===== src/hw/rtl/hilbert_4d_encode_decode_defines.svh =====
// Assertion macros for the Hilbert curve converter.
// Used by h4d_egress and hilbert_4d_encode_decode; depends on nothing.
`ifndef HILBERT_4D_ENCODE_DECODE_DEFINES_SVH
`define HILBERT_4D_ENCODE_DECODE_DEFINES_SVH
`ifndef SYNTHESIS
`define H4D_ASSERT_IMPL(lbl, clk, rst_n, ante, cons) \
	lbl: assert property (@(posedge clk) disable iff (!rst_n) (ante) |-> (cons)) \
		else $error("h4d assertion failed");
`define H4D_ASSERT_NEXT(lbl, clk, rst_n, ante, cons) \
	lbl: assert property (@(posedge clk) disable iff (!rst_n) (ante) |=> (cons)) \
		else $error("h4d assertion failed");
`define H4D_ASSERT_AFTER(lbl, clk, rst_n, ante, dly, cons) \
	lbl: assert property (@(posedge clk) disable iff (!rst_n) (ante) |-> ##dly (cons)) \
		else $error("h4d assertion failed");
`else
`define H4D_ASSERT_IMPL(lbl, clk, rst_n, ante, cons)
`define H4D_ASSERT_NEXT(lbl, clk, rst_n, ante, cons)
`define H4D_ASSERT_AFTER(lbl, clk, rst_n, ante, dly, cons)
`endif
`endif


===== src/hw/rtl/h4d_pkg.sv =====
// Shared constants and types for the 4-axis Hilbert curve converter.
// Depends on nothing; used by every module of the block.
package h4d_pkg;

	localparam int DEF_NUM_AXES      = 4;
	localparam int DEF_BITS_PER_AXIS = 32;
	localparam int MAX_AXES          = 4;
	localparam int COORD_W           = 32;
	localparam int INDEX_W           = 64;
	localparam int FULL_INDEX_W      = 2 * INDEX_W;

	// command codes
	localparam logic CMD_ENCODE = 1'b0;
	localparam logic CMD_DECODE = 1'b1;

	// control that travels with each request down the chain
	typedef struct packed {
		logic valid;
		logic cmd;
	} ctl_t;

endpackage


===== src/hw/rtl/h4d_egress.sv =====
// Back stage: Gray step and interleave for encode, result registers for both.
// Depends on h4d_pkg and the defines header.
`include "hilbert_4d_encode_decode_defines.svh"
module h4d_egress #(
	parameter int NUM_AXES      = 4,
	parameter int BITS_PER_AXIS = 32
) (
	input  logic                                   clk,
	input  logic                                   arst_n,
	input  h4d_pkg::ctl_t                          ctl_in,
	input  logic [NUM_AXES-1:0][BITS_PER_AXIS-1:0] x_in,
	output logic                                   done,
	output logic [h4d_pkg::INDEX_W-1:0]            out_upper,
	output logic [h4d_pkg::INDEX_W-1:0]            out_lower,
	output logic [h4d_pkg::COORD_W-1:0]            axis_0,
	output logic [h4d_pkg::COORD_W-1:0]            axis_1,
	output logic [h4d_pkg::COORD_W-1:0]            axis_2,
	output logic [h4d_pkg::COORD_W-1:0]            axis_3
);
	import h4d_pkg::*;

	logic [FULL_INDEX_W-1:0]          enc_idx;
	logic                             done_q;
	logic [INDEX_W-1:0]               upper_q;
	logic [INDEX_W-1:0]               lower_q;
	logic [MAX_AXES-1:0][COORD_W-1:0] axis_q;

	// Gray step across axes, fold in the top-down parity mask, interleave
	always_comb begin
		logic [NUM_AXES-1:0][BITS_PER_AXIS-1:0] g;
		logic [BITS_PER_AXIS-1:0]               t;
		g = x_in;
		for (int i = 1; i < NUM_AXES; i++) begin
			g[i] = g[i] ^ g[i-1];
		end
		for (int k = 0; k < BITS_PER_AXIS; k++) begin
			t[k] = ^(g[NUM_AXES-1] >> (k + 1));
		end
		for (int i = 0; i < NUM_AXES; i++) begin
			g[i] = g[i] ^ t;
		end
		enc_idx = '0;
		for (int a = 0; a < NUM_AXES; a++) begin
			for (int j = 0; j < BITS_PER_AXIS; j++) begin
				enc_idx[j * NUM_AXES + NUM_AXES - 1 - a] = g[a][j];
			end
		end
	end

	// drive the result strobe
	always_ff @(posedge clk or negedge arst_n) begin
		if (!arst_n) begin
			done_q <= 1'b0;
		end else begin
			done_q <= ctl_in.valid;
		end
	end

	// capture the result fields
	always_ff @(posedge clk) begin
		if (ctl_in.valid) begin
			if (ctl_in.cmd == CMD_ENCODE) begin
				upper_q <= enc_idx[FULL_INDEX_W-1:INDEX_W];
				lower_q <= enc_idx[INDEX_W-1:0];
				axis_q  <= '0;
			end else begin
				upper_q <= '0;
				lower_q <= '0;
				for (int a = 0; a < MAX_AXES; a++) begin
					if (a < NUM_AXES) begin
						axis_q[a] <= COORD_W'(x_in[a]);
					end else begin
						axis_q[a] <= '0;
					end
				end
			end
		end
	end

	assign done      = done_q;
	assign out_upper = upper_q;
	assign out_lower = lower_q;
	assign axis_0    = axis_q[0];
	assign axis_1    = axis_q[1];
	assign axis_2    = axis_q[2];
	assign axis_3    = axis_q[3];

	`H4D_ASSERT_NEXT(a_dec_index_zero, clk, arst_n, ctl_in.valid && ctl_in.cmd == CMD_DECODE, out_upper == '0 && out_lower == '0)
	`H4D_ASSERT_NEXT(a_enc_axes_zero, clk, arst_n, ctl_in.valid && ctl_in.cmd == CMD_ENCODE, axis_0 == '0 && axis_3 == '0)
	`H4D_ASSERT_NEXT(a_strobe_follows, clk, arst_n, !ctl_in.valid, !done)

endmodule


===== config.mk =====
export PLATFORM = sky130hd
export DESIGN_NAME = h4d_egress
export DESIGN_NICKNAME = d
export VERILOG_FILES = /design/src/hw/rtl/h4d_pkg.sv /design/src/hw/rtl/h4d_egress.sv
export VERILOG_INCLUDE_DIRS = /design/src /design/src/hw/rtl
export SDC_FILE = /design/constraint.sdc
export NUM_CORES = 1
export LEC_CHECK = 0
export BUFFER_PORTS_ARGS = -buffer_cell sky130_fd_sc_hd__buf_2
export CAP_MARGIN = 20
export CORE_MARGIN = 2
export CORE_UTILIZATION = 48
export CTS_BUF_LIST = sky130_fd_sc_hd__clkbuf_2
export DETAILED_ROUTE_END_ITERATION = 10
export PLACE_DENSITY = 0.91
export REMOVE_ABC_BUFFERS = 1
export SYNTH_ARGS = -nofsm -noshare
export SYNTH_HDL_FRONTEND = slang
export SYNTH_SLANG_ARGS = --single-unit

===== constraint.sdc =====
create_clock -name clk -period 0.8 [get_ports clk]
set_input_delay 0.16 -clock clk [delete_from_list [all_inputs] [get_ports clk]]
set_output_delay 0.16 -clock clk [all_outputs]
set_load 0.05 [all_outputs]

==> run summary <==
Setup slack after layout: -1820 ps
Setup_tns: -372,510 ps
Leading cell type in the layout, fill and taps excluded: buf_6
Fin util: 0.839
Yosys cell types: 21
Ys Warns: 0
Most frequent cells in the layout: buf_6 (272), edfxtp_1 (256), buf_4 (191), dlygate4sd3_1 (154), and2_1 (129)
Area leader, netlist: edfxtp_1
DRC viols: 0
Critical Path AT: 3210 ps
Gpl congestion: 0.845
RSZ-0062 raised after global routing: true
Status: finished, violations left
Routed len/inst: 26.1 microns
Max Fclk: 381 MHz
Htree depth: 3
Max-Cap Viols: 0
Startpoint Class: input pin
Syn Std Cell Area: 11,900 sq um
Slew HR: 0.634
Vias per inst: 5.45
Initial antenna violation count: 9
# setup viols final: 403
Path category of the worst min-delay check: input pin to flip-flop
IO Pins: 389
Pin count of the biggest net entering global routing: 43
Layout filler cell count: 1,044
Final Hold Violating Endpoints: 2
Grt ovf: 0
Num rows: 57
Iteration-0 DRC Markers: 1,277
CP Class: input pin to flip-flop
Min Tclk post-route: 2620 ps
Failing checks: negative hold slack, negative setup slack
Crit-path max FO: 7
Area delta synth->final: 71.8%
Syn Area/Cell: 14.7 sq um
Yosys top cell area share: 0.647
Yosys reg bits: 257
Clock Pin Slew Worst Setup and Hold Paths: 130 ps
First-pass GRT wire length: 70.7 mm
Detailed Route WL: 51.7 mm
CTS Buffer Depth: 3
DR pass1 iterations: 6
Root Buffer: clkbuf_2
DP Area: 15,700 sq um
Seq/Total Area, Yosys: 0.649
Slew Limit Fails: 0
Starting Density: 0.488
Share of cells above drive strength 1: 0.477
Vias: 10,800
Die area: 26,000 sq um
Final hold slack: -295 ps
Core area: 24,300 sq um
Nets: 1,737
DIE HEIGHT: 161 microns
Clock sinks: 257
PortBufs: 388
Cell area after layout: 20,400 sq um
Post-route clock period utilization: 3.28
Antenna-violating nets left: 0
DIE WIDTH: 161 microns
CTS tree: yes
Number of global-route vias before repair: 11,600
Crit end category: flip-flop
Hpwl dp: 23.4 mm
Gate count of the mapped netlist: 807
Total track usage: 0.369
WP data required: 1380 ps
Largest cells by area after synthesis: edfxtp_1 (65%), xnor2_1 (11%), and2_1 (6.8%)
Worst slew pin tran: 545 ps
Num CTS Buffers: 66
-- synth_stat cells --
cell type	n
a21oi_1	5
and2_1	130
buf_1	1
buf_2	1
clkbuf_1	27
dfrtp_1	1
edfxtp_1	256
nand2_1	5
nor2_1	102
nor2b_1	21
nor3_1	2
or2_2	5
xnor2_1	143
xnor2_2	2
xnor2_4	1
xnor3_1	15
xnor3_2	4
xor2_1	76
xor2_2	1
xor3_1	8
xor3_2	1
-- timing repair --
item / in CTS / in global routing
buffers inserted: 5 / 20
hold buffers: 156 / 4
cloned: 0 / 0
pin swaps: 26 / 32
endpoints found under the hold margin: 514 / 12
setup endpoints to repair: 377 / 399
gates resized for setup: 544 / 80
-- worst max-delay path: stages --
cell           delay [ps]
buf_2                  90
dlygate4sd3_1         620
xor2_2                220
xnor2_1               270
xnor3_1               410
xnor2_2               260
xor2_2                270
xnor3_2               520
buf_6                 170
xnor2_2               140
nor2_1                 60
-- stage by stage --
step                std cells  setup slack (ps)  hold WS, ps
global route             1980             -1820         -378
floorplan                 778             -3030         -136
finish                   1980             -1820         -295
global placement         1682             -2690        -60.2
CTS                      1955             -1740         -287
detailed placement       1682             -2790        -60.0
-- layout make-up --
type                            count  area (sq um)  share of cell area
Sequential cell                   257          7710               0.378
Timing Repair Buffer              759          7030               0.344
Multi-Input combinational cell    521          4640               0.227
Clock buffer                       90           450              0.0221
Tap cell                          324           405              0.0199
Clock inverter                     22           151             0.00742
Antenna cell                        7          17.5            0.000858
-- state kept, by name, summed over array words and instances, names as in the netlist --
name	cells
out_lower	64
out_upper	64
axis_2	32
done	1
axis_1	32
axis_0	32
axis_3	32
-- routing by layer --
layer,up-vias,share of wire,global-route usage
li1,4346,-,-
met1,5112,0.30,0.359
met2,994,0.51,0.648
met3,342,0.11,0.121
met4,4,0.087,0.280
met5,-,0.00050,0
-- path summary, 6_finish.rpt --
check	to	cells after the start	slack, ps	from
max in group asynchronous	done$_DFF_PN0_	3	560	arst_n
worst min-delay path	axis_1[12]$_SDFFCE_PN0P_	2	-300	x_in[44]
worst max-delay path	out_lower[4]$_SDFFCE_PP0P_	11	-1820	x_in[38]
min in group asynchronous	done$_DFF_PN0_	3	120	arst_n
-- logic make-up after synthesis --
logic type | Yosys count | synth area share
DFF | 257 | 0.649
xor gates and xnor gates | 251 | 0.222
AOI/OAI and AO/OA | 5 | 0.00211
and+or+nand+nor | 265 | 0.117
buffers and inverters | 29 | 0.00927
Power is not shown: default switching activity piles up to over one toggle a cycle in this logic, so the estimate is an artifact.
