<file path="src/hw/rtl/hilbert_4d_encode_decode_defines.svh">
// Assertion macros for the Hilbert curve converter.
// Used by h4d_egress and hilbert_4d_encode_decode; depends on nothing.
`ifndef HILBERT_4D_ENCODE_DECODE_DEFINES_SVH
`define HILBERT_4D_ENCODE_DECODE_DEFINES_SVH
`ifndef SYNTHESIS
`define H4D_ASSERT_IMPL(lbl, clk, rst_n, ante, cons) \
	lbl: assert property (@(posedge clk) disable iff (!rst_n) (ante) |-> (cons)) \
		else $error("h4d assertion failed");
`define H4D_ASSERT_NEXT(lbl, clk, rst_n, ante, cons) \
	lbl: assert property (@(posedge clk) disable iff (!rst_n) (ante) |=> (cons)) \
		else $error("h4d assertion failed");
`define H4D_ASSERT_AFTER(lbl, clk, rst_n, ante, dly, cons) \
	lbl: assert property (@(posedge clk) disable iff (!rst_n) (ante) |-> ##dly (cons)) \
		else $error("h4d assertion failed");
`else
`define H4D_ASSERT_IMPL(lbl, clk, rst_n, ante, cons)
`define H4D_ASSERT_NEXT(lbl, clk, rst_n, ante, cons)
`define H4D_ASSERT_AFTER(lbl, clk, rst_n, ante, dly, cons)
`endif
`endif

</file>
<file path="src/hw/rtl/h4d_pkg.sv">
// Shared constants and types for the 4-axis Hilbert curve converter.
// Depends on nothing; used by every module of the block.
package h4d_pkg;

	localparam int DEF_NUM_AXES      = 4;
	localparam int DEF_BITS_PER_AXIS = 32;
	localparam int MAX_AXES          = 4;
	localparam int COORD_W           = 32;
	localparam int INDEX_W           = 64;
	localparam int FULL_INDEX_W      = 2 * INDEX_W;

	// command codes
	localparam logic CMD_ENCODE = 1'b0;
	localparam logic CMD_DECODE = 1'b1;

	// control that travels with each request down the chain
	typedef struct packed {
		logic valid;
		logic cmd;
	} ctl_t;

endpackage

</file>
<file path="src/hw/rtl/h4d_level_cell.sv">
// One level of the Hilbert untangling chain: all axis swaps for one bit level.
// Encode runs levels from the top down, decode from the bottom up. Depends on h4d_pkg.
module h4d_level_cell #(
	parameter int NUM_AXES      = 4,
	parameter int BITS_PER_AXIS = 32,
	parameter int STAGE         = 0
) (
	input  logic                                   clk,
	input  logic                                   arst_n,
	input  h4d_pkg::ctl_t                          ctl_in,
	input  logic [NUM_AXES-1:0][BITS_PER_AXIS-1:0] x_in,
	output h4d_pkg::ctl_t                          ctl_out,
	output logic [NUM_AXES-1:0][BITS_PER_AXIS-1:0] x_out
);
	import h4d_pkg::*;

	localparam int ENC_BIT = BITS_PER_AXIS - 1 - STAGE;
	localparam int DEC_BIT = STAGE + 1;
	localparam logic [BITS_PER_AXIS-1:0] ENC_MASK =
		{BITS_PER_AXIS{1'b1}} >> (BITS_PER_AXIS - ENC_BIT);
	localparam logic [BITS_PER_AXIS-1:0] DEC_MASK =
		{BITS_PER_AXIS{1'b1}} >> (BITS_PER_AXIS - DEC_BIT);

	logic [NUM_AXES-1:0][BITS_PER_AXIS-1:0] nx;
	ctl_t                                   ctl_q;
	logic [NUM_AXES-1:0][BITS_PER_AXIS-1:0] x_q;

	// swap or invert low bits against axis 0, one axis after another
	always_comb begin
		logic [BITS_PER_AXIS-1:0] t;
		nx = x_in;
		t  = '0;
		if (ctl_in.cmd == CMD_ENCODE) begin
			for (int a = 0; a < NUM_AXES; a++) begin
				if (nx[a][ENC_BIT]) begin
					nx[0] = nx[0] ^ ENC_MASK;
				end else begin
					t     = (nx[0] ^ nx[a]) & ENC_MASK;
					nx[0] = nx[0] ^ t;
					nx[a] = nx[a] ^ t;
				end
			end
		end else begin
			for (int a = NUM_AXES - 1; a >= 0; a--) begin
				if (nx[a][DEC_BIT]) begin
					nx[0] = nx[0] ^ DEC_MASK;
				end else begin
					t     = (nx[0] ^ nx[a]) & DEC_MASK;
					nx[0] = nx[0] ^ t;
					nx[a] = nx[a] ^ t;
				end
			end
		end
	end

	// advance control
	always_ff @(posedge clk or negedge arst_n) begin
		if (!arst_n) begin
			ctl_q <= '0;
		end else begin
			ctl_q <= ctl_in;
		end
	end

	// advance data
	always_ff @(posedge clk) begin
		if (ctl_in.valid) begin
			x_q <= nx;
		end
	end

	assign ctl_out = ctl_q;
	assign x_out   = x_q;

endmodule

</file>
<file path="config.mk">
export PLATFORM = sky130hd
export DESIGN_NAME = h4d_level_cell
export DESIGN_NICKNAME = d
export VERILOG_FILES = /design/src/hw/rtl/hilbert_4d_encode_decode_defines.svh /design/src/hw/rtl/h4d_pkg.sv /design/src/hw/rtl/h4d_level_cell.sv
export SDC_FILE = /design/constraint.sdc
export NUM_CORES = 1
export LEC_CHECK = 0
export ABC_AREA = 1
export BUFFER_PORTS_ARGS = -buffer_cell sky130_fd_sc_hd__buf_4
export CAP_MARGIN = 20
export CELL_PAD_IN_SITES_DETAIL_PLACEMENT = 0
export CELL_PAD_IN_SITES_GLOBAL_PLACEMENT = 1
export CORE_MARGIN = 2
export CORE_UTILIZATION = 39
export DETAILED_ROUTE_END_ITERATION = 8
export PLACE_DENSITY = 0.89
export SETUP_SLACK_MARGIN = 0.3
export SLEW_MARGIN = 40
export SYNTH_ARGS = -nofsm -noshare
export SYNTH_HDL_FRONTEND = slang
export SYNTH_SLANG_ARGS = --single-unit
export TNS_END_PERCENT = 20
</file>
<file path="constraint.sdc">
create_clock -name clk -period 0.8 [get_ports clk]
set_input_delay 0.04 -clock clk [delete_from_list [all_inputs] [get_ports clk]]
set_output_delay 0.04 -clock clk [all_outputs]
set_load 0.01 [all_outputs]
</file>
==> flow_summary.json <==
{
  "status": "complete, but fails checks",
  "failed_checks": "hold timing, setup timing",
  "crit_path_max_incr_delay_ns": 0.43,
  "path_clk_slew_ns": 0.06,
  "synth_area_sq_um": 7210,
  "top_usage_layer": "met2",
  "cp-start-kind": "register",
  "syn_inst": 817,
  "dp_hpwl_um": 17400,
  "core_region_area_sq_um": 18000,
  "grtUsageMet2": 0.425,
  "initial_utilization": 0.400,
  "place_congestion": 0.864,
  "cap_violations": 0,
  "hold-worst-slack_ns": -0.152,
  "rsz0062_at_grt": "yes",
  "drt_wl_total_um": 25900,
  "vias": 7433,
  "use_met3": 0.0591,
  "layout_setup_ws_ns": -0.232,
  "arrival_ns": 0.99,
  "grt_pass1_wl_um": 38700,
  "dieHeight_um": 140,
  "worst_hold_startpoint": "x_in[127]",
  "cp-end-kind": "primary output",
  "postPlaceCellArea_sq_um": 10500,
  "hold_violations": 91,
  "powerDensity_nw_per_um2": 1820,
  "dp_slack_ns": -0.459,
  "hp-class": "in2reg",
  "synth_most_common_cell": "nand2_1",
  "root_buffer": "clkbuf_16",
  "ios": 262,
  "path_max_fanout": 1,
  "async_flop_share": 0.0154,
  "synth_seq_cells": 130,
  "use_met1": 0.334,
  "numCtsBuffers": 17,
  "clock_path_buffers": 2,
  "max_freq_mhz": 969,
  "setup_viol": 131,
  "crit_required_ns": 0.76,
  "yosysTopAreaCell": "edfxtp_1",
  "power_leakage_nw": 5.40,
  "cp_num_buf_inv": 1,
  "synth_edf_count": 128,
  "yosysWarnings": 0,
  "synth-main-ff-cell": "edfxtp_1",
  "cp_cell_sequence": "buf_6",
  "yosys.area.top_type_share": 0.533,
  "slew_headroom": 0.799,
  "syn_area_per_cell_sq_um": 8.83,
  "slew_violations": 0,
  "ir_worst_vdd_mv": 1.37,
  "synthTopCellsByArea": "edfxtp_1, nand2_1, nor2_1",
  "dieArea_sq_um": 19600,
  "whs_path_depth": 1,
  "worstMarginPinSlew_ns": 0.301,
  "antenna_left": 0,
  "design_area_sq_um": 12500,
  "port_buffers": 261,
  "grt_usage": 0.256,
  "cts_sinks": 130,
  "htreeDepth": 4,
  "synth.distinct_cells": 23,
  "finalCriticalPeriod_ns": 1.03,
  "crit_slowest_cell": "edfxtp_1",
  "drt_iter0_drc": 636,
  "criticalPathCategory": "reg2out",
  "synth_common_cells": "nand2_1, edfxtp_1, nor2_1",
  "num_antenna_cells": 0,
  "route.detailed.drc": 0,
  "first_pass_iters": 5,
  "cts_hold_buf": 1,
  "crit_family": "flip-flops",
  "antenna_found_initial": 0,
  "drive_above_1_share": 0.516,
  "area_growth_pct": 73.3,
  "wl_per_cell_um": 18.6,
  "synth_nets": 949,
  "die_x_um": 140,
  "row_count": 49,
  "vias_per_cell": 5.36,
  "grt_max_degree": 49,
  "grt_overflow_total": 0,
  "period_share": 1.29,
  "seq_area_frac_synth": 0.540,
  "grt_pass1_vias": 7103,
  "hold_end": "x_out[127]$_DFFE_PP_",
  "cts_tree": "built",
  "fin_nets": 1278
}
-- cells in the final DEF (no fill, tap or decap), types with 2 or more instances in the layout --
| master | Yosys | routed |
|---|---|---|
| edfxtp_1 | 128 | 128 |
| clkbuf_16 | 0 | 17 |
| nand3_1 | 68 | 60 |
| buf_6 | 4 | 129 |
| nand2_1 | 206 | 163 |
| nor2_1 | 91 | 67 |
| buf_8 | 0 | 6 |
| buf_12 | 0 | 23 |
| nand2_4 | 0 | 4 |
| nor2_2 | 2 | 23 |
| or2_2 | 30 | 30 |
| a22oi_1 | 31 | 31 |
| o21ai_2 | 3 | 33 |
| nor2_4 | 0 | 3 |
| clkinvlp_4 | 0 | 2 |
| clkinv_1 | 0 | 4 |
| clkbuf_1 | 26 | 3 |
| bufinv_16 | 0 | 4 |
| xnor2_4 | 0 | 29 |
| nand2_2 | 0 | 39 |
| nand3_2 | 0 | 7 |
| buf_4 | 1 | 206 |
| a21oi_2 | 0 | 30 |
| dfrtp_1 | 2 | 2 |
| a21oi_1 | 63 | 33 |
| inv_2 | 3 | 4 |
| o211ai_1 | 29 | 29 |
| inv_1 | 40 | 37 |
| buf_16 | 0 | 3 |
-- through the flow --
step	cells	power, mW	utilization	setup TNS [ns]
floorplan	817	10.7	-	-18.69
global placement	1355	13.4	0.582	-37.69
detailed placement	1355	13.5	0.582	-39.86
CTS	1388	22.5	0.674	-25.31
global route	1388	23.6	0.694	-27.83
finish	1388	22.7	0.694	-23.03
-- worst max path at each step --
stage / startpoint / endpoint / slack [ns] / cells past startpoint
after CTS: x_out[76]$_DFFE_PP_ / x_out[76] / -0.24 / 1
final: x_out[44]$_DFFE_PP_ / x_out[44] / -0.23 / 1
after global routing: x_out[76]$_DFFE_PP_ / x_out[76] / -0.26 / 1
after floorplan: x_in[31] / x_out[106]$_DFFE_PP_ / -0.22 / 8
after detailed placement: x_in[31] / x_out[102]$_DFFE_PP_ / -0.46 / 8
after global placement: x_in[31] / x_out[120]$_DFFE_PP_ / -0.41 / 8
-- registers in the layout, indices dropped and copies added, names as in the netlist --
register	cells
ctl_out	2
x_out	128
-- metal layers --
layer  vias to the layer above  routed length, um
li1                       3478                  -
met1                      3515              10400
met2                       397              12800
met3                        43               2130
met4                         0                555
met5                         -                  0
-- cell type report --
type / instances / area (sq um)
clock inverters: 12 / 164
repair buffers: 368 / 3640
multi-input cells: 586 / 3910
fillers: 1344 / 5520
inverters: 43 / 171
flip-flops and latches: 130 / 3890
clock buffers: 20 / 437
well taps: 229 / 287
-- power by group --
group | switching [mW] | internal (mW)
Combinational | 2.83 | 3.17
Clock | 2.92 | 5.17
Sequential | 0.329 | 8.31
Total | 6.08 | 16.7
-- cells by family (layout without fill, tap and decap cells) --
family	count (synthesis)	in the layout	share of synthesized area
compound gates	160	160	0.134
xor+xnor	29	29	0.0352
buf+inv	101	443	0.0617
flops	130	130	0.540
simple gates	397	397	0.229
-- what timing repair did --
| item | 4_1_cts | 5_1_grt |
|---|---|---|
| gates resized for setup | 237 | 95 |
| setup buffers | 0 | 0 |
| setup endpoints to repair | 254 | 253 |
| hold endpoints to repair | 92 | 91 |
| pin swaps | 212 | 169 |
Note: power is estimated with default switching activity, not from simulation.
