==> src/hw/rtl/hilbert_4d_encode_decode_defines.svh <==
// Assertion macros for the Hilbert curve converter.
// Used by h4d_egress and hilbert_4d_encode_decode; depends on nothing.
`ifndef HILBERT_4D_ENCODE_DECODE_DEFINES_SVH
`define HILBERT_4D_ENCODE_DECODE_DEFINES_SVH
`ifndef SYNTHESIS
`define H4D_ASSERT_IMPL(lbl, clk, rst_n, ante, cons) \
	lbl: assert property (@(posedge clk) disable iff (!rst_n) (ante) |-> (cons)) \
		else $error("h4d assertion failed");
`define H4D_ASSERT_NEXT(lbl, clk, rst_n, ante, cons) \
	lbl: assert property (@(posedge clk) disable iff (!rst_n) (ante) |=> (cons)) \
		else $error("h4d assertion failed");
`define H4D_ASSERT_AFTER(lbl, clk, rst_n, ante, dly, cons) \
	lbl: assert property (@(posedge clk) disable iff (!rst_n) (ante) |-> ##dly (cons)) \
		else $error("h4d assertion failed");
`else
`define H4D_ASSERT_IMPL(lbl, clk, rst_n, ante, cons)
`define H4D_ASSERT_NEXT(lbl, clk, rst_n, ante, cons)
`define H4D_ASSERT_AFTER(lbl, clk, rst_n, ante, dly, cons)
`endif
`endif

==> src/hw/rtl/h4d_pkg.sv <==
// Shared constants and types for the 4-axis Hilbert curve converter.
// Depends on nothing; used by every module of the block.
package h4d_pkg;

	localparam int DEF_NUM_AXES      = 4;
	localparam int DEF_BITS_PER_AXIS = 32;
	localparam int MAX_AXES          = 4;
	localparam int COORD_W           = 32;
	localparam int INDEX_W           = 64;
	localparam int FULL_INDEX_W      = 2 * INDEX_W;

	// command codes
	localparam logic CMD_ENCODE = 1'b0;
	localparam logic CMD_DECODE = 1'b1;

	// control that travels with each request down the chain
	typedef struct packed {
		logic valid;
		logic cmd;
	} ctl_t;

endpackage

==> src/hw/rtl/h4d_ingress.sv <==
// Front stage: loads coordinates or splits the index into transposed form,
// and undoes the Gray step for decode. Depends on h4d_pkg.
module h4d_ingress #(
	parameter int NUM_AXES      = 4,
	parameter int BITS_PER_AXIS = 32
) (
	input  logic                           clk,
	input  logic                           arst_n,
	input  logic                           accept,
	input  logic                           command,
	input  logic [h4d_pkg::COORD_W-1:0]    coord_0,
	input  logic [h4d_pkg::COORD_W-1:0]    coord_1,
	input  logic [h4d_pkg::COORD_W-1:0]    coord_2,
	input  logic [h4d_pkg::COORD_W-1:0]    coord_3,
	input  logic [h4d_pkg::INDEX_W-1:0]    index_upper,
	input  logic [h4d_pkg::INDEX_W-1:0]    index_lower,
	output h4d_pkg::ctl_t                  ctl_out,
	output logic [NUM_AXES-1:0][BITS_PER_AXIS-1:0] x_out
);
	import h4d_pkg::*;

	logic [MAX_AXES-1:0][COORD_W-1:0]        crd;
	logic [FULL_INDEX_W-1:0]                 idx;
	logic [NUM_AXES-1:0][BITS_PER_AXIS-1:0]  enc_x;
	logic [NUM_AXES-1:0][BITS_PER_AXIS-1:0]  dec_x;
	logic [BITS_PER_AXIS-1:0]                top_half;
	ctl_t                                    ctl_s1;
	logic [NUM_AXES-1:0][BITS_PER_AXIS-1:0]  x_s1;

	assign crd = {coord_3, coord_2, coord_1, coord_0};
	assign idx = {index_upper, index_lower};

	// pick the low bits of each used coordinate
	always_comb begin
		for (int a = 0; a < NUM_AXES; a++) begin
			enc_x[a] = crd[a][BITS_PER_AXIS-1:0];
		end
	end

	// deinterleave the index, then undo the Gray step
	always_comb begin
		logic [NUM_AXES-1:0][BITS_PER_AXIS-1:0] raw;
		for (int a = 0; a < NUM_AXES; a++) begin
			for (int j = 0; j < BITS_PER_AXIS; j++) begin
				raw[a][j] = idx[j * NUM_AXES + NUM_AXES - 1 - a];
			end
		end
		top_half = raw[NUM_AXES-1] >> 1;
		dec_x = raw;
		for (int i = NUM_AXES - 1; i > 0; i--) begin
			dec_x[i] = raw[i] ^ raw[i-1];
		end
		dec_x[0] = raw[0] ^ top_half;
	end

	// hold control under reset
	always_ff @(posedge clk or negedge arst_n) begin
		if (!arst_n) begin
			ctl_s1 <= '0;
		end else begin
			ctl_s1.valid <= accept;
			ctl_s1.cmd   <= command;
		end
	end

	// capture the request payload
	always_ff @(posedge clk) begin
		if (accept) begin
			x_s1 <= (command == CMD_DECODE) ? dec_x : enc_x;
		end
	end

	assign ctl_out = ctl_s1;
	assign x_out   = x_s1;

endmodule

==> config.mk <==
export PLATFORM = sky130hd
export DESIGN_NAME = h4d_ingress
export DESIGN_NICKNAME = d
export VERILOG_FILES = /design/src/hw/rtl/hilbert_4d_encode_decode_defines.svh /design/src/hw/rtl/h4d_pkg.sv /design/src/hw/rtl/h4d_ingress.sv
export SDC_FILE = /design/constraint.sdc
export NUM_CORES = 1
export LEC_CHECK = 0
export BUFFER_PORTS_ARGS = -buffer_cell sky130_fd_sc_hd__buf_2
export CAP_MARGIN = 20
export CORE_UTILIZATION = 25
export DETAILED_ROUTE_END_ITERATION = 6
export PLACE_DENSITY = 0.52
export SLEW_MARGIN = 20
export SYNTH_ARGS = -nofsm -noshare
export SYNTH_HDL_FRONTEND = slang
export SYNTH_SLANG_ARGS = --single-unit
export TNS_END_PERCENT = 30
==> constraint.sdc <==
create_clock -name clk -period 0.92 [get_ports clk]
set_input_delay 0.046 -clock clk [delete_from_list [all_inputs] [get_ports clk]]
set_output_delay 0.046 -clock clk [all_outputs]
set_load 0.1 [all_outputs]
==> impl_metrics.py, run 1 <==
metrics = {
    "global_route": {
        "top_usage_layer": "met2",
        "grt_max_degree": 64,
        "grt_usage": 0.168,
        "grt_antenna_before_repair": 0,
        "grt_pass1_vias": 6279,
        "grt_use_met1": 0.175,
        "overflow": 0,
        "grt_use_met2": 0.303,
        "met3_usage": 0.0586,
        "grt_pass1_wl_um": 33100,
    },
    "logic_synthesis": {
        "synth_top_cell_by_area": "edfxtp_1",
        "synthArstFlopShare": 0.0154,
        "yosysWarnings": 0,
        "ys.flop_type": "edfxtp_1",
        "ys_seq_elements": 130,
        "synthTopCellsByCount": "edfxtp_1 (128), a21oi_1 (127), nor2_1 (127), xnor2_1 (127), buf_2 (14)",
        "synth_edf_count": 128,
        "synth.avg_cell_area_um2": 11.7,
        "yosysMostFrequentCell": "edfxtp_1",
        "syn_nets": 800,
        "synthCells": 540,
        "syn_area_um2": 6340,
        "yosysTopAreaCellShare": 0.606,
        "synth-seq-area-share": 0.614,
        "yosys-top-cells-area": "edfxtp_1 (61%), xnor2_1 (18%), a21oi_1 (10%)",
        "synth.distinct_cells": 9,
    },
    "critical_path": {
        "crit_chain": "buf_12",
        "arrival_ns": 1.07,
        "path_class": "reg -> out",
        "cpMaxStageDelayCell": "edfxtp_1",
        "worstPathMaxFanout": 1,
        "critPathLaunchType": "register",
        "cp_top_family": "flip-flops",
        "crit_path_end_kind": "output pin",
        "required_ns": 0.87,
        "crit_path_max_incr_delay_ns": 0.45,
        "crit_buf_inv": 1,
    },
    "drt": {
        "wl_per_cell_um": 15.2,
        "viasPerCell": 4.26,
        "routed-via-count": 6002,
        "ant_nets": 0,
        "dr.pass1.iters": 4,
        "wl_um": 21400,
        "drc": 0,
        "drt_iter0_drc": 255,
    },
    "run_status": {
        "status": "finished with violations",
        "violations": "hold timing, setup timing",
    },
    "timing": {
        "finalCritPeriodShare": 1.21,
        "period_needed_ns": 1.12,
        "setup_slack_ns": -0.197,
        "timing.fmax_mhz": 895,
        "worstMarginPinSlew_ns": 0.303,
        "tns_ns": -18.46,
        "setup_violations": 130,
        "relSlewSlack": 0.796,
        "fin_hold_ws_ns": -0.000477,
        "slew_viol_final": 0,
        "hold_violations": 1,
        "rsz0062_at_grt": "yes",
    },
    "die": {
        "core_area_um2": 24600,
        "num_rows": 57,
        "fp.dieH_um": 161,
        "initial_utilization": 0.258,
        "die_w_um": 161,
        "pin_count": 390,
        "dieArea_um2": 26000,
    },
    "placed_design": {
        "gp_congestion": 0.910,
        "port_buffers": 389,
        "dp_hpwl_um": 16600,
    },
    "hold_path": {
        "worst_hold_path_type": "in -> reg",
    },
    "cts": {
        "clk_path_buf_depth": 2,
        "cts_tree": "built",
        "numCtsBuffers": 17,
        "htree_levels": 4,
        "postCtsSetupBuffers": 0,
        "cts.sinks": 130,
        "cts.clk_slew.worst_paths_ns": 0.06,
        "root_buffer": "clkbuf_16",
    },
    "layout": {
        "nNetsFinal": 1333,
        "register_area_um2": 3890,
        "num-fill-cells": 2153,
        "final_util": 0.515,
        "syn_to_final_growth_pct": 99.8,
        "diodes": 0,
        "drive_gt1_frac": 0.415,
        "multiInputGateArea_um2": 2240,
    },
    "power_and_ir_drop": {
        "worst_ir_drop_vdd_uv": 1070,
        "powerDensity_nw_per_um2": 1960,
        "power.total_w": 0.0248,
        "p_leak_nw": 5.24,
    },
    "job": {
        "cap_violations": 0,
    },
}
-- final cells by class --
type,count,area share
Sequential cell,130,0.307
Timing Repair Buffer,542,0.432
Clock buffer,20,0.0345
Tap cell,324,0.0320
Clock inverter,12,0.0183
Multi-Input combinational cell,382,0.176
-- sequential cells by signal, indices dropped and copies added (netlist names) --
register,count
x_out,128
ctl_out,2
-- worst paths after layout --
path                                startpoint                    to  slack [ns]  depth (start not counted)
worst max-delay path       x_out[55]$_DFFE_PP_             x_out[55]       -0.20                          1
worst min-delay path               coord_0[11]   x_out[11]$_DFFE_PP_     -0.0005                          3
max in group asynchronous               arst_n  ctl_out[0]$_DFF_PN0_        0.17                          3
min in group asynchronous               arst_n  ctl_out[1]$_DFF_PN0_        0.58                          3
-- report_power, final --
part	total [W]	switching, W	internal (W)
sequential	0.00775	0.000474	0.00728
combinational	0.00931	0.00571	0.00359
clock	0.00777	0.00266	0.00511
total	0.0248	0.00885	0.0160
-- cell usage in the layout, fill, tap and decap left out --
cell,count
buf_2,257
buf_12,138
edfxtp_1,128
xnor2_1,127
nor2_1,127
a21oi_1,127
dlygate4sd3_1,120
buf_4,23
clkbuf_16,17
bufinv_16,6
clkinv_4,5
clkbuf_1,3
buf_6,3
dfrtp_1,2
mux2_2,1
clkinvlp_4,1
dlymetal6s4s_1,1
-- through the flow --
stage | setup slack, ns | area (µm²) | instances
3_5_place_dp | -0.0769 | 10800 | 1257
4_1_cts | -0.240 | 12700 | 1410
2_1_floorplan | -0.0300 | 6340 | 540
5_1_grt | -0.247 | 12700 | 1410
3_3_place_gp | -0.0498 | 10800 | 1257
6_report | -0.197 | 12700 | 1410
-- cells by family after synthesis --
logic type	Yosys count	share of synthesized area
buf+inv	28	0.0335
mux	1	0.00178
flops	130	0.614
simple gates	127	0.0752
xor+xnor	127	0.175
compound gates	127	0.100
-- timing repair --
item | 4_1_cts | 5_1_grt
pin swaps | 0 | 0
resized for setup | 0 | 3
hold endpoints to repair | 120 | 0
hold buffers | 121 | 0
setup endpoints to repair | 130 | 152
-- routing by layer --
metal | part of all wire | vias to the layer above
met3 | 0.083 | 39
met1 | 0.37 | 2713
li1 | - | 2957
met5 | 0 | -
met2 | 0.52 | 293
met4 | 0.029 | 0
Power figures use the tool's default switching activity.
==> inputs of run 2 (changes only) <==
--- a/config.mk
+++ b/config.mk
@@ -5,11 +5,13 @@
 export SDC_FILE = /design/constraint.sdc
 export NUM_CORES = 1
 export LEC_CHECK = 0
+export ABC_CLOCK_PERIOD_IN_PS = 980
 export BUFFER_PORTS_ARGS = -buffer_cell sky130_fd_sc_hd__buf_2
 export CAP_MARGIN = 20
+export CORE_MARGIN = 10
 export CORE_UTILIZATION = 25
 export DETAILED_ROUTE_END_ITERATION = 6
-export PLACE_DENSITY = 0.52
+export PLACE_DENSITY = 0.54
 export SLEW_MARGIN = 20
 export SYNTH_ARGS = -nofsm -noshare
 export SYNTH_HDL_FRONTEND = slang
==> constraint.sdc (replaced) <==
create_clock -name clk -period 0.98 [get_ports clk]
set_input_delay 0.049 -clock clk [delete_from_list [all_inputs] [get_ports clk]]
set_output_delay 0.049 -clock clk [all_outputs]
set_load 0.1 [all_outputs]
==> run 2 against run 1 <==
Effect of this change: largest power group unchanged; combinational power down 5.4%; highest routed layer unchanged; clock power shrank 10%; sequential power is 6.1% lower; critical path type unchanged; critical path depth unchanged; routed wire length up 14%; first-iteration DRC count down 15%; cell area rose by 0.13%; the flow finishes with violations (setup timing); setup slack improved by 0.049 ns; cell count increased by 0.50%; total power fell by 7.1%; via count decreased by 0.67%; global-route usage fell by 2.5 points.
==> impl_metrics.py, run 2 (synthesis gave the netlist of run 1 again) <==
metrics = {
    "run_status": {
        "status": "finished with violations",
        "violations": "setup timing",
    },
    "timing": {
        "setup_slack_ns": -0.148,
        "setup_violations": 130,
        "period_needed_ns": 1.13,
        "tns_ns": -10.14,
        "hold_violations": 0,
        "finalCritPeriodShare": 1.15,
        "timing.fmax_mhz": 886,
        "worstMarginPinSlew_ns": 0.243,
        "slew_viol_final": 0,
        "relSlewSlack": 0.838,
        "rsz0062_at_grt": "yes",
    },
    "critical_path": {
        "cp.depth": 1,
        "crit_buf_inv": 1,
        "arrival_ns": 1.08,
        "cp_top_family": "flip-flops",
        "required_ns": 0.93,
        "crit_chain": "buf_12",
        "path_class": "reg -> out",
        "worstPathMaxFanout": 1,
        "setup.worst_path.start": "x_out[87]$_DFFE_PP_",
        "crit_path_max_incr_delay_ns": 0.46,
        "crit_path_end_kind": "output pin",
        "critPathLaunchType": "register",
        "cpMaxStageDelayCell": "edfxtp_1",
    },
    "global_route": {
        "overflow": 0,
        "grt_max_degree": 29,
        "grt_usage": 0.143,
        "grt_antenna_before_repair": 2,
        "grt_pass1_wl_um": 34900,
        "grt_pass1_vias": 6345,
    },
    "die": {
        "initial_utilization": 0.253,
        "die_w_um": 179,
        "core_area_um2": 25000,
        "dieArea_um2": 32100,
        "pin_count": 390,
        "fp.dieH_um": 179,
        "num_rows": 58,
    },
    "cts": {
        "cts.clk_slew.worst_paths_ns": 0.06,
        "htree_levels": 4,
        "numCtsBuffers": 17,
        "cts.sinks": 130,
        "root_buffer": "clkbuf_16",
        "clk_path_buf_depth": 2,
        "postCtsSetupBuffers": 0,
        "cts_tree": "built",
    },
    "drt": {
        "maxUsedRoutingLayer": "met4",
        "wl_met1_um": 8600,
        "drc": 0,
        "ant_nets": 0,
        "wl_met3_um": 2430,
        "wl_per_cell_um": 17.2,
        "drt_iter0_drc": 217,
        "dr.pass1.iters": 4,
        "viasPerCell": 4.21,
        "wl_um": 24300,
        "routed-via-count": 5962,
        "met2_length_um": 12500,
    },
    "hold_path": {
        "worst_hold_path_type": "in -> reg",
        "min_to": "x_out[14]$_DFFE_PP_",
        "whs_path_depth": 3,
        "hp-start": "coord_0[14]",
    },
    "layout": {
        "drive_gt1_frac": 0.423,
        "register_area_um2": 3890,
        "most-common-layout-cells": "buf_2 (257), buf_12 (144), edfxtp_1 (128)",
        "design_area_um2": 12700,
        "num-fill-cells": 2200,
        "largest_reg_flops": 128,
        "final_common_cell": "buf_2",
        "nNetsFinal": 1331,
        "syn_to_final_growth_pct": 100,
        "finalNonFillerCells": 1417,
        "multiInputGateArea_um2": 2240,
    },
    "power_and_ir_drop": {
        "p_leak_nw": 5.24,
        "powerDensity_nw_per_um2": 1820,
        "worst_ir_drop_vdd_uv": 884,
    },
    "placed_design": {
        "port_buffers": 389,
        "place_area_um2": 10900,
        "placed_cells": 1271,
        "gp_congestion": 0.884,
        "post-place-ws_ns": 0.00406,
        "dp_hpwl_um": 19500,
    },
    "job": {
        "cap_violations": 0,
    },
}
==> run 2: through the flow <==
step	power, W	hold slack [ns]	util
after detailed placement	0.0159	-0.163	0.436
after global placement	0.0158	-0.163	0.436
after global routing	0.0239	0.00238	0.507
final	0.0231	0.0108	0.507
after CTS	0.0234	0.000337	0.506
after floorplan	0.0121	-0.247	-
==> run 2: layout make-up <==
cell class                      instances  share of cell area
Antenna cell                            3            0.000592
Clock buffer                           20              0.0344
Clock inverter                         12              0.0164
Multi-Input combinational cell        382               0.176
Sequential cell                       130               0.307
Tap cell                              330              0.0325
Timing Repair Buffer                  540               0.433
==> run 2: power breakdown <==
group          total, W  switching [W]  internal (W)
registers       0.00728       0.000445       0.00683
logic           0.00881        0.00541       0.00340
clock network   0.00697        0.00244       0.00454
==> run 2: worst max path at each step <==
stage,endpoint,slack [ns]
finish,x_out[87],-0.15
global route,x_out[87],-0.17
CTS,x_out[87],-0.18
detailed placement,x_out[31]$_DFFE_PP_,0.004
global placement,x_out[31]$_DFFE_PP_,0.02
floorplan,x_out[0],0.03
==> run 2: repair_timing <==
item	4_1_cts	5_1_grt
hold buffers	109	3
gates resized for setup	0	0
setup endpoints to repair	130	180
hold endpoints to repair	108	3
==> run 2: layer usage <==
layer  GRT usage  vias up
met5           0        -
met4      0.0594        0
met3      0.0628       33
met2       0.252      249
met1       0.145     2725
li1            -     2955
==> inputs of run 3 (changes only) <==
--- a/config.mk
+++ b/config.mk
@@ -5,13 +5,14 @@
 export SDC_FILE = /design/constraint.sdc
 export NUM_CORES = 1
 export LEC_CHECK = 0
+export ABC_AREA = 1
 export ABC_CLOCK_PERIOD_IN_PS = 980
 export BUFFER_PORTS_ARGS = -buffer_cell sky130_fd_sc_hd__buf_2
 export CAP_MARGIN = 20
 export CORE_MARGIN = 10
 export CORE_UTILIZATION = 25
 export DETAILED_ROUTE_END_ITERATION = 6
-export PLACE_DENSITY = 0.54
+export PLACE_DENSITY = 0.53
 export SLEW_MARGIN = 20
 export SYNTH_ARGS = -nofsm -noshare
 export SYNTH_HDL_FRONTEND = slang
==> constraint.sdc (replaced) <==
create_clock -name clk -period 0.98 [get_ports clk]
set_input_delay 0.098 -clock clk [delete_from_list [all_inputs] [get_ports clk]]
set_output_delay 0.098 -clock clk [all_outputs]
set_load 0.1 [all_outputs]
==> run 3 against run 2 <==
Effect of this change: the flow still finishes with violations (setup timing); critical path depth unchanged; first-iteration DRC count is 81% higher; synthesized cell count increased by 71%; global-route usage is 1.7 points higher; flip-flop and latch count unchanged; clock power increased by 6.3%; total power increased by 0.40%; non-clock buffer count is 3 lower; utilization fell by 2.3 points; combinational power fell by 3.3%.
==> impl_metrics.py, run 3 <==
metrics = {
    "timing": {
        "slew_viol_final": 0,
        "setup_violations": 130,
        "relSlewSlack": 0.788,
        "hold_violations": 0,
        "worstMarginPinSlew_ns": 0.317,
        "finalCritPeriodShare": 1.18,
        "tns_ns": -18.55,
        "fin_hold_ws_ns": 0.00387,
        "timing.fmax_mhz": 863,
        "rsz0062_at_grt": "yes",
        "period_needed_ns": 1.16,
        "setup_slack_ns": -0.179,
    },
    "placed_design": {
        "gp_congestion": 0.858,
        "place_area_um2": 11600,
        "dp_hpwl_um": 23100,
        "port_buffers": 389,
    },
    "logic_synthesis": {
        "syn_area_um2": 7100,
        "yosysWarnings": 0,
        "synth-seq-area-share": 0.549,
        "synth.avg_cell_area_um2": 7.68,
        "syn_nets": 1184,
        "synthCells": 924,
        "yosys-top-cells-area": "edfxtp_1 (54%), nand2_1 (27%), nand3_1 (9.0%)",
        "yosysMostFrequentCell": "nand2_1",
        "ys.flop_type": "edfxtp_1",
        "synthTopCellsByCount": "nand2_1 (509), inv_1 (129), edfxtp_1 (128)",
        "synth_edf_count": 128,
        "synthArstFlopShare": 0.0154,
        "synth_top_cell_by_area": "edfxtp_1",
        "ys_seq_elements": 130,
        "synth.distinct_cells": 10,
        "yosysTopAreaCellShare": 0.542,
    },
    "critical_path": {
        "cp_top_family": "flip-flops",
        "crit_path_end_kind": "output pin",
        "required_ns": 0.88,
        "critPathLaunchType": "register",
        "crit_chain": "buf_12",
        "crit_buf_inv": 1,
        "arrival_ns": 1.06,
        "worstPathMaxFanout": 1,
        "cpMaxStageDelayCell": "edfxtp_1",
        "crit_path_max_incr_delay_ns": 0.44,
        "path_class": "reg -> out",
    },
    "global_route": {
        "grt_max_degree": 61,
        "grt_pass1_wl_um": 45100,
        "grt_pass1_vias": 8171,
        "overflow": 0,
        "grt_usage": 0.160,
        "grt_antenna_before_repair": 3,
    },
    "power_and_ir_drop": {
        "power.total_w": 0.0232,
        "p_leak_nw": 6.83,
        "worst_ir_drop_vdd_uv": 860,
        "powerDensity_nw_per_um2": 1710,
    },
    "die": {
        "fp.dieH_um": 189,
        "core_area_um2": 27900,
        "dieArea_um2": 35500,
        "pin_count": 390,
        "die_w_um": 189,
        "num_rows": 61,
        "initial_utilization": 0.254,
    },
    "drt": {
        "routed-via-count": 7827,
        "drc": 0,
        "dr.pass1.iters": 5,
        "drt_iter0_drc": 392,
        "wl_um": 29400,
        "wl_per_cell_um": 15.9,
        "viasPerCell": 4.24,
        "ant_nets": 0,
    },
    "layout": {
        "final_common_cell": "nand2_1",
        "most-common-layout-cells": "nand2_1 (509), buf_2 (257), buf_12 (139)",
        "largest_reg_flops": 128,
        "drive_gt1_frac": 0.301,
        "syn_to_final_growth_pct": 90.4,
        "num-fill-cells": 2630,
        "nNetsFinal": 1712,
        "design_area_um2": 13500,
    },
    "cts": {
        "cts.sinks": 130,
        "numCtsBuffers": 17,
        "root_buffer": "clkbuf_16",
        "cts_resized": 0,
        "htree_levels": 4,
        "postCtsSetupBuffers": 0,
        "cts_tree": "built",
        "clk_path_buf_depth": 2,
        "cts.clk_slew.worst_paths_ns": 0.06,
    },
    "job": {
        "cap_violations": 0,
    },
    "hold_path": {
        "worst_hold_path_type": "in -> reg",
    },
    "run_status": {
        "status": "finished with violations",
        "violations": "setup timing",
    },
}
## run 3: cells by family after synthesis
kind of cell / after synthesis / share of synthesized area
compound gates: 1 / 0.000704
simple gates: 636 / 0.359
flops: 130 / 0.549
buf+inv: 157 / 0.0920
## run 3: final timing paths
check	slack, ns	cells after the start	from	end
max	-0.18	1	x_out[101]$_DFFE_PP_	x_out[101]
min	0.004	3	coord_0[3]	x_out[3]$_DFFE_PP_
max in group asynchronous	0.31	3	arst_n	ctl_out[0]$_DFF_PN0_
min in group asynchronous	0.54	3	arst_n	ctl_out[1]$_DFF_PN0_
## run 3: stage by stage
step,setup WS (ns),cells,utilization
after floorplan,-0.0220,924,-
after global placement,-0.0275,1685,0.415
after detailed placement,-0.0419,1685,0.415
after CTS,-0.209,1841,0.483
after global routing,-0.222,1844,0.484
final,-0.179,1845,0.484
## run 3: what timing repair did
| action | CTS | global route |
|---|---|---|
| pin swaps | 0 | 0 |
| endpoints found under the setup margin | 130 | 130 |
| hold buffers | 125 | 1 |
| hold endpoints to repair | 125 | 4 |
## run 3: area by class of cell
| type | instances | area [µm²] | area share |
|---|---|---|---|
| Inverter | 129 | 487 | 0.0360 |
| Clock inverter | 12 | 230 | 0.0170 |
| Tap cell | 378 | 473 | 0.0350 |
| Multi-Input combinational cell | 637 | 2550 | 0.189 |
| Sequential cell | 130 | 3890 | 0.288 |
| Clock buffer | 19 | 433 | 0.0320 |
| Timing Repair Buffer | 537 | 5440 | 0.403 |
| Antenna cell | 3 | 7.51 | 0.000555 |
## run 3: power breakdown
group / leakage (nW) / switching (W) / internal [W]
clock: 0.314 / 0.00262 / 0.00479
combinational: 5.25 / 0.00541 / 0.00312
sequential: 1.27 / 0.000434 / 0.00679
total: 6.83 / 0.00846 / 0.0147
## run 3: routing by layer
metal	up-vias	global-route usage	wire length, µm
met2	283	0.282	14800
met4	0	0.0617	879
met1	3548	0.172	11300
met3	46	0.0569	2410
met5	-	0	0
li1	3950	-	-
